**config.mk**
```make
export PLATFORM = sky130hd
export DESIGN_NAME = af128_front
export DESIGN_NICKNAME = d
export VERILOG_FILES = /design/src/rtl/core/af128_pkg.sv /design/src/rtl/core/af128_front.sv
export SDC_FILE = /design/constraint.sdc
export NUM_CORES = 1
export LEC_CHECK = 0
export ABC_AREA = 1
export BUFFER_PORTS_ARGS = -buffer_cell sky130_fd_sc_hd__buf_2
export CORE_ASPECT_RATIO = 1.5
export CORE_UTILIZATION = 45
export CTS_CLUSTER_DIAMETER = 150
export DETAILED_ROUTE_END_ITERATION = 16
export PLACE_DENSITY = 0.75
export RECOVER_POWER = 100
export SLEW_MARGIN = 0
export SYNTH_ARGS = -nofsm -noshare
export SYNTH_HDL_FRONTEND = slang
export SYNTH_SLANG_ARGS = --single-unit
```
**constraint.sdc**
```tcl
create_clock -name clk -period 3.85 [get_ports clk]
set_clock_uncertainty 0.15 [all_clocks]
set_input_delay 0.1925 -clock clk [delete_from_list [all_inputs] [get_ports clk]]
set_output_delay 0.1925 -clock clk [all_outputs]
set_load 0.1 [all_outputs]
```
**src/rtl/core/af128_pkg.sv**
```systemverilog
// Shared types and constants for the 128-bit array fingerprint block.
package af128_pkg;

  // Item operation codes.
  localparam logic OP_DATA = 1'b0;
  localparam logic OP_END  = 1'b1;

  // Mixing scheme codes; the fourth code behaves as hash combine.
  localparam logic [1:0] MODE_HASH   = 2'd0;
  localparam logic [1:0] MODE_CANTOR = 2'd1;
  localparam logic [1:0] MODE_TUPLE  = 2'd2;
  localparam logic [1:0] MODE_SPARE  = 2'd3;

  // Configuration register indexes.
  localparam logic [1:0] REG_MODE = 2'd0;
  localparam logic [1:0] REG_SEED = 2'd1;
  localparam logic [1:0] REG_TAG  = 2'd2;

  // Mixer constants.
  localparam logic [63:0] GOLD = 64'h9E3779B97F4A7C15;
  localparam logic [63:0] MULA = 64'hBF58476D1CE4E5B9;
  localparam logic [63:0] MULB = 64'h94D049BB133111EB;

  localparam logic [63:0] HC_LOW   = 64'h6A09E667F3BCC909;
  localparam logic [63:0] HC_HIGH  = 64'hBB67AE8584CAA73B;
  localparam logic [63:0] HC_INDEX = 64'h3C6EF372FE94F82B;
  localparam logic [63:0] HC_LEN   = 64'hD6E8FEB86659FD93;

  localparam logic [63:0] CM_LOW  = 64'h510E527FADE682D1;
  localparam logic [63:0] CM_HIGH = 64'h9B05688C2B3E6C1F;
  localparam logic [63:0] CM_PAIR = 64'h1F83D9ABFB41BD6B;

  localparam logic [63:0] TM_LOW  = 64'hC2B2AE3D27D4EB4F;
  localparam logic [63:0] TM_HIGH = 64'h165667B19E3779F9;
  localparam logic [63:0] TM_PAIR = 64'h85EBCA77C2B2AE63;
  localparam logic [63:0] TM_FILL = 64'h27D4EB2F165667C5;
  localparam logic [63:0] TM_LEN  = 64'h9E3779B185EBCA87;

  // One queued input word.
  typedef struct packed {
    logic        op;
    logic [63:0] word;
  } item_t;

  // Live configuration.
  typedef struct packed {
    logic [1:0]  mode;
    logic [63:0] seed;
    logic [63:0] tag;
  } cfg_t;

  // Request to the shared mixing unit.
  typedef struct packed {
    logic        start;
    logic        is_mul;
    logic [63:0] a;
    logic [63:0] b;
  } mix_req_t;

  // Left rotation of a 64-bit value.
  function automatic logic [63:0] rotl(input logic [63:0] v, input int unsigned k);
    rotl = (v << k) | (v >> (64 - k));
  endfunction

endpackage

```
**src/rtl/core/af128_front.sv**
```systemverilog
// Front end: two-entry queue that takes input words and hands them to the back end.
module af128_front (
  input  logic              clk,
  input  logic              rst_n,
  input  logic              in_valid,
  output logic              in_ready,
  input  logic              in_op,
  input  logic [63:0]       in_word,
  output logic              q_valid,
  output af128_pkg::item_t  q_item,
  input  logic              q_pop
);

  af128_pkg::item_t mem_r [2];
  logic             wp_r, rp_r;
  logic [1:0]       cnt_r;
  logic             push;
  logic             pop;

  assign in_ready = (cnt_r != 2'd2);
  assign q_valid  = (cnt_r != 2'd0);
  assign q_item   = mem_r[rp_r];
  assign push     = in_valid && in_ready;
  assign pop      = q_pop && q_valid;

  // Queue pointers and fill count.
  always_ff @(posedge clk) begin
    if (!rst_n) begin
      wp_r  <= 1'b0;
      rp_r  <= 1'b0;
      cnt_r <= 2'd0;
    end else begin
      if (push) wp_r <= ~wp_r;
      if (pop) rp_r <= ~rp_r;
      cnt_r <= cnt_r + 2'(push) - 2'(pop);
    end
  end

  // Queue storage.
  always_ff @(posedge clk) begin
    if (push) begin
      mem_r[wp_r].op   <= in_op;
      mem_r[wp_r].word <= in_word;
    end
  end

endmodule

```
After elaboration in Yosys (flattened, before gate mapping)
Memory sizes are Yosys's and may differ from the RTL's. A register that Yosys moved wholly into a read port is not among the register bits.
Index checks and enable logic that the tools add are counted.
{"block": "totals", "n_memories": 1, "output_inout_bits": 67, "ff_bits": 4, "mem_bits_rw": 130, "in_bits": 69, "word_cells": 16}
{"block": "op_classes", "n_eq_ne": 1, "n_reduce_logical": 3, "muxes": 4, "n_addsub": 2, "n_bitwise": 2}
{"memory": "mem_r", "words": 2, "width": 65, "rd": 1, "rd_ports_with_merged_regs": 1, "wr": 1, "line": "af128_front.sv:14", "text": "af128_pkg::item_t mem_r [2];"}
{"operator": "$mux 1", "count": 4}
{"operator": "$add 2x1->2", "count": 1}
{"operator": "$logic_and 1x1->1", "count": 2}
{"operator": "$ne 2x2->1 const B", "count": 1}
{"operator": "$not 1->1", "count": 2}
{"operator": "$reduce_bool 2->1", "count": 1}
{"operator": "$sub 2x1->2", "count": 1}

Depth between registers and ports, before layout
Gate-level depths: netlist (run 1).
{"block": "logic_depth", "depth_word": 4, "depth_mapped": 11, "depth_no_buf": 11}

Worst setup path after synthesis (run 1)
Ideal clock, no wire load.
{"block": "synth_path", "path_type": "register -> register", "start": "reg cnt_r[0]", "end": "mem mem_r[0][0] (netlist name) (enable)", "slack_ps": -792, "required_ps": 3211, "path_buffers": 0, "arrival_time_ps": 4004, "setup_time_ps": 489, "period_less_slack_ps": 4642, "path_stages_with_launch": 5, "cell_sequence": "dfxtp_1 inv_1 nand2_1 nand2_1 nor2_1"}
{"block": "synth_via", "elab_chain_cells": 4}
{"item": "start: declaration", "line": "af128_front.sv:16", "text": "logic [1:0] cnt_r;"}
{"item": "start signal: assignment", "line": "af128_front.sv:35", "text": "cnt_r <= cnt_r + 2'(push) - 2'(pop);"}
{"item": "$ne 2x2->1", "line": "af128_front.sv:20", "text": "assign in_ready = (cnt_r != 2'd2);"}
{"item": "via in_ready", "line": "af128_front.sv:6", "text": "output logic in_ready,"}
{"item": "$logic_and 1x1->1", "line": "af128_front.sv:23", "text": "assign push = in_valid && in_ready;"}
{"item": "$mux 1", "line": "af128_front.sv:41", "text": "if (push) begin"}
{"item": "$mux 1 (not written as such)", "line": "af128_front.sv:43", "text": "mem_r[wp_r].word <= in_word;"}
{"item": "end: declaration", "line": "af128_front.sv:14"}
The timed path passes the listed nets, and every way through them passes these cells.

==> results of run 1 <==
-- metal layers --
metal / share of wire, % / vias to the layer above / wire, um
met5: 0 / - / 0
met3: 4.0 / 14 / 379
met1: 36 / 1408 / 3452
met2: 57 / 90 / 5468
met4: 2.4 / 0 / 230
li1: - / 1358 / -
-- cell usage after synthesis --
cell type,n,area (um2)
a21oi_1,2,10.01
buf_2,1,5.000
buf_6,6,67.56
dfxtp_1,5,100.1
edfxtp_1,130,3904
ha_1,2,25.02
inv_1,7,26.28
mux2_2,15,168.9
mux2_4,50,750.7
nand2_1,9,33.78
nand3_1,3,15.01
nor2_1,8,30.03
-- logic make-up after synthesis --
group	share of synthesized area [%]
multiplexers	17.90
flip-flops	77.95
AND/OR/NAND/NOR	1.535
adder cells (fa/ha/maj)	0.4871
AO/OA/AOI/OAI	0.1949
buffers and inverters	1.924
-- what timing repair did --
action                                 4_1_cts  5_1_grt
endpoints found under the hold margin      135        0
hold buffers                                68        0
setup endpoints to repair                    0        0
-- critical path, cell delays in order, from the launching register on --
cell,delay (ns)
dfxtp_4,1.05
mux2_4,0.33
clkbuf_1,0.87
-- registers in the layout, summed over array words and instances, names as in the netlist, named ones only --
register  count
cnt_r         2
mem_r       130
rp_r          1
wp_r          1
-- power by group --
part | leakage [nW] | internal (mW) | switching (mW)
Sequential | 1.26 | 1.87 | 0.160
Combinational | 1.05 | 0.485 | 1.90
Clock | 0.281 | 1.01 | 0.568
Total | 2.59 | 3.36 | 2.63
-- worst min path at each step --
stage                         to        start  slack [ns]  depth (start not counted)
detailed placement   mem_r[0][4]   in_word[4]        0.23                          1
finish                      rp_r         rp_r        0.35                          2
CTS                  mem_r[1][3]   in_word[3]        0.34                          2
floorplan               cnt_r[0]        rst_n        0.14                          2
global placement     mem_r[0][4]   in_word[4]        0.23                          1
global route        mem_r[0][12]  in_word[12]        0.35                          2
-- cell type report --
class                   instances  area, um2  area share, %
flip-flops and latches        135       4008          56.55
clock buffers                  17      425.4          6.003
diodes                          1      2.502        0.03531
multi-input cells              89       1041          14.69
inverters                       7      26.28         0.3708
repair buffers                206       1240          17.50
clock inverters                15      160.2          2.260
well taps                     147      183.9          2.595
-- through the flow --
step                hold slack, ns  std cells  area [um2]  setup WS, ns  utilization (%)
floorplan                   0.1360        238        5139        0.2734                -
global placement            0.2303        516        5969         1.614            54.00
detailed placement          0.2332        516        5969         1.596            54.00
CTS                         0.3399        616        7236         1.145            65.45
global route                0.3467        617        7087        0.5907            64.10
finish                      0.3515        617        7087        0.7296            64.10
==> impl_metrics.csv, run 1 <==
group,metric,value,unit
cells_and_area,fillers,835,
synth,synth_cells,238,
power_and_ir_drop,finalPower,5.986,mW
die,die_width,89.23,um
global_routing,grt_antenna_before_repair,1,
timing,slew_headroom,11.09,%
power_and_ir_drop,power_density,844.7,nW/um2
cells_and_area,final_cell_mix,"edfxtp_1 (130), clkbuf_1 (105), dlygate4sd3_1 (68)",
power_and_ir_drop,p_leak,2.590,nW
clock_network,cts.sinks,135,
global_routing,grt_use_met1,15.48,%
detailed_routing,wl,9.531,mm
global_routing,grt_max_degree,66,
timing,min_period,3.120,ns
global_routing,grt_pass1_vias,3145,
die,io_pins,136,
clock_network,clk_pin_slew,0.05,ns
synth,synth-seq-cells,135,
synth,synth_nets,309,
clock_network,numCtsBuffers,17,
detailed_routing,wire_per_inst,15.45,um
setup_path,cp_max_fo,65,
detailed_routing,drtPass1Iterations,4,
global_routing,grt_use_met2,32.32,%
global_routing,groute.usage.overall,16.93,%
clock_network,cts_tree,"done",
clock_network,cts-htree-levels,4,
die,die_h,132.8,um
clock_network,ctsRootBufferMaster,"clkbuf_16",
setup_path,rr_endpoint,"mem_r[1][0]",
global_routing,grt_busiest_layer,"met2",
detailed_routing,ant_nets,0,
setup_path,crit_end,"q_item[16]",
detailed_routing,drc_errors,0,
die,initial_core_util,46.46,%
synth,ys_seq_area_share,77.95,%
die,fp.dieArea,11850,um2
synth,avgSynthCellArea,21.58,um2
placed_design,dp_hpwl,5.623,mm
timing,report.final.slew_viol_count,0,
detailed_routing,vias_per_cell,4.652,
clock_network,insertion_delay,0.40,ns
die,rows,47,
synth,synth_cell_types,12,
min_path,hold_path.class,"flop to flop",
cells_and_area,final_nets,527,
synth,yosysWarnings,0,
timing,tns,0,ns
setup_path,path_class,"flop to output port",
job,drv_cap,0,
power_and_ir_drop,vdd_drop_max,0.5123,mV
setup_path,reg2reg_slack,0.86,ns
die,coreArea,11060,um2
setup_path,critPathLaunchType,"flop",
setup_path,endpoint_kind,"output port",
setup_path,worstRegToRegCells,5,
timing,setup_viol_count_final,0,
detailed_routing,first_iter_violations,80,
timing,hold_viol,0,
clock_network,post_cts_buffers,0,
clock_network,clockBufferDepth,2,
global_routing,overflow,0,
synth,synth.cell_area,5136,um2
cells_and_area,mostFrequentLayoutCell,"edfxtp_1",
timing,rsz0062_at_grt,"no",
timing,post-route-period-util,81.05,%
outcome,outcome,"finished clean",
placed_design,port-buffer-count,135,
setup_path,cp.arrival,2.78,ns
timing,timing.fmax,320.5,MHz
placed_design,globalplace.congestion,0.6999,
timing,worst_pin_slew,1.334,ns
cells_and_area,drive_gt1_share,27.08,%
global_routing,grt_pass1_wl,14.48,mm
global_routing,grtUsageMet3,5.053,%
cells_and_area,syn_to_final_growth,37.98,%
setup_path,cp_data_required_time,3.51,ns
setup_path,r2r_start,"cnt_r[0]",
detailed_routing,vias,2870,
clock_network,cts.repair.resized,0,
Note: power is estimated with default switching activity, not from simulation.
==> run 2, diff against run 1 <==
clock period = 2.8 ns   (was 3.85 ns; I/O delays follow)
==> impl_metrics.csv, run 2 (synthesis gave the netlist of run 1 again) <==
group,metric,value,unit
timing,post-route-period-util,87.51,%
global_routing,grt_pass1_vias,3270,
cells_and_area,antenna_cells,0,
timing,slew_headroom,19.13,%
min_path,hold_path.class,"input pin to flop",
power_and_ir_drop,vdd_drop_max,0.6559,mV
placed_design,port-buffer-count,135,
cells_and_area,multiInputGateArea,1036,um2
clock_network,ctsRootBufferMaster,"clkbuf_16",
die,io_pins,136,
detailed_routing,drtPass1Iterations,4,
cells_and_area,drive_gt1_share,37.00,%
setup_path,endpoint_kind,"output port",
clock_network,clockBufferDepth,2,
die,initial_core_util,46.46,%
cells_and_area,fillers,838,
timing,setup_viol_count_final,0,
die,rows,47,
setup_path,cp_slowest_cell,"clkbuf_1",
detailed_routing,wl,10.11,mm
placed_design,place_inst,520,
setup_path,crit_chain,"mux2_4 -> clkbuf_1",
global_routing,grt_max_degree,29,
clock_network,clk_pin_slew,0.06,ns
cells_and_area,fin_cells,620,
outcome,outcome,"finished clean",
timing,tns,0,ns
placed_design,globalplace.congestion,0.6814,
power_and_ir_drop,power.internal,4.784,mW
detailed_routing,drc_errors,0,
clock_network,cts-htree-levels,4,
clock_network,cts.sinks,135,
power_and_ir_drop,comb_power_share,41.1,%
die,fp.dieArea,11850,um2
timing,min_period,2.450,ns
cells_and_area,final_cell_mix,"edfxtp_1 (130), dlygate4sd3_1 (68), clkbuf_1 (65)",
job,drv_cap,0,
timing,worst_pin_slew,1.218,ns
die,coreArea,11060,um2
detailed_routing,wire_per_inst,16.31,um
detailed_routing,vias_per_cell,4.698,
power_and_ir_drop,p_leak,2.751,nW
cells_and_area,final_nets,531,
power_and_ir_drop,power_switching,3.637,mW
timing,report.final.slew_viol_count,0,
setup_path,path_class,"flop to output port",
clock_network,cts.repair.resized,0,
cells_and_area,syn_to_final_growth,40.71,%
detailed_routing,ant_nets,0,
setup_path,critPathMaxStageDelay,0.89,ns
power_and_ir_drop,p_seq_share,32.1,%
setup_path,cp.arrival,2.16,ns
detailed_routing,vias,2913,
timing,hold_viol,0,
die,die_h,132.8,um
cells_and_area,largest_reg_flops,130,
power_and_ir_drop,power_density,1165,nW/um2
clock_network,numCtsBuffers,17,
detailed_routing,first_iter_violations,173,
global_routing,grt_pass1_wl,15.23,mm
global_routing,grt_antenna_before_repair,0,
setup_path,critPathLaunchType,"flop",
setup_path,cp_max_fo,24,
power_and_ir_drop,p_sw_share,43.19,%
global_routing,overflow,0,
setup_path,cp_data_required_time,2.51,ns
global_routing,groute.usage.overall,17.91,%
timing,timing.fmax,408.1,MHz
cells_and_area,reg_top3,"mem_r (130), cnt_r (2)",
clock_network,insertion_delay,0.40,ns
cells_and_area,regArea,4008,um2
clock_network,cts_tree,"done",
timing,rsz0062_at_grt,"no",
die,die_width,89.23,um
cells_and_area,top_register,"mem_r",
placed_design,dp_hpwl,6.330,mm
cells_and_area,mostFrequentLayoutCell,"edfxtp_1",
power_and_ir_drop,power_frac_clock,26.8,%
[run 2: cell type report]
type                       instances  area share, %
sequential                       135          55.45
timing repair buffer             210          18.80
multi-input combinational         89          14.34
clock buffer                      18          5.938
tap                              147          2.545
clock inverter                    14          2.510
inverter                           7         0.4155
[run 2: what timing repair did]
| action | CTS | global route |
|---|---|---|
| hold endpoints to repair | 135 | 0 |
| hold buffers | 68 | 0 |
| setup buffers | 0 | 0 |
[run 2: per-stage QoR]
step	power, mW	setup slack (ns)	hold slack [ns]	util (%)	cell area [um2]
after floorplan	5.706	0.2075	0.08345	-	5150
after global placement	6.128	0.8912	0.1768	54.66	6043
after detailed placement	6.189	0.8424	0.1813	54.66	6043
after CTS	8.525	0.4016	0.2851	66.34	7335
after global routing	8.674	0.2625	0.3006	65.37	7227
final	8.422	0.3498	0.3133	65.37	7227
[run 2: path summary, 6_finish.rpt]
| path | start | end | slack [ns] | depth (start not counted) |
|---|---|---|---|---|
| worst min register to register | rp_r | flop | 0.38 | 2 |
| worst max register to register | cnt_r[0] | mem_r[1][18] | 0.47 | 5 |
| worst min-delay path | in_word[8] | mem_r[1][8] | 0.31 | 2 |
| worst max-delay path | flop | q_item[18] | 0.35 | 2 |
[run 2: power by group through the flow]
stage / Sequential (mW) / Clock [mW] / Combinational (mW)
5_1_grt: 2.73 / 2.37 / 3.57
2_1_floorplan: 2.66 / 0 / 3.05
3_5_place_dp: 2.75 / 0 / 3.44
3_3_place_gp: 2.73 / 0 / 3.40
4_1_cts: 2.71 / 2.30 / 3.52
6_report: 2.70 / 2.26 / 3.46
[run 2: metal layers]
layer / vias up / GRT usage (%) / wire, um
li1: 1369 / - / -
met4: 0 / 10.23 / 331
met3: 27 / 4.616 / 403
met5: - / 0 / 0
met2: 105 / 34.35 / 6016
met1: 1412 / 15.85 / 3362
[run 2: worst max-delay path, delay by kind of cell, from the launching register on]
| kind | cells | cell delay, ns |
|---|---|---|
| flip-flops | 1 | 0.63 |
| multiplexers | 1 | 0.24 |
| buffers and inverters | 1 | 0.89 |
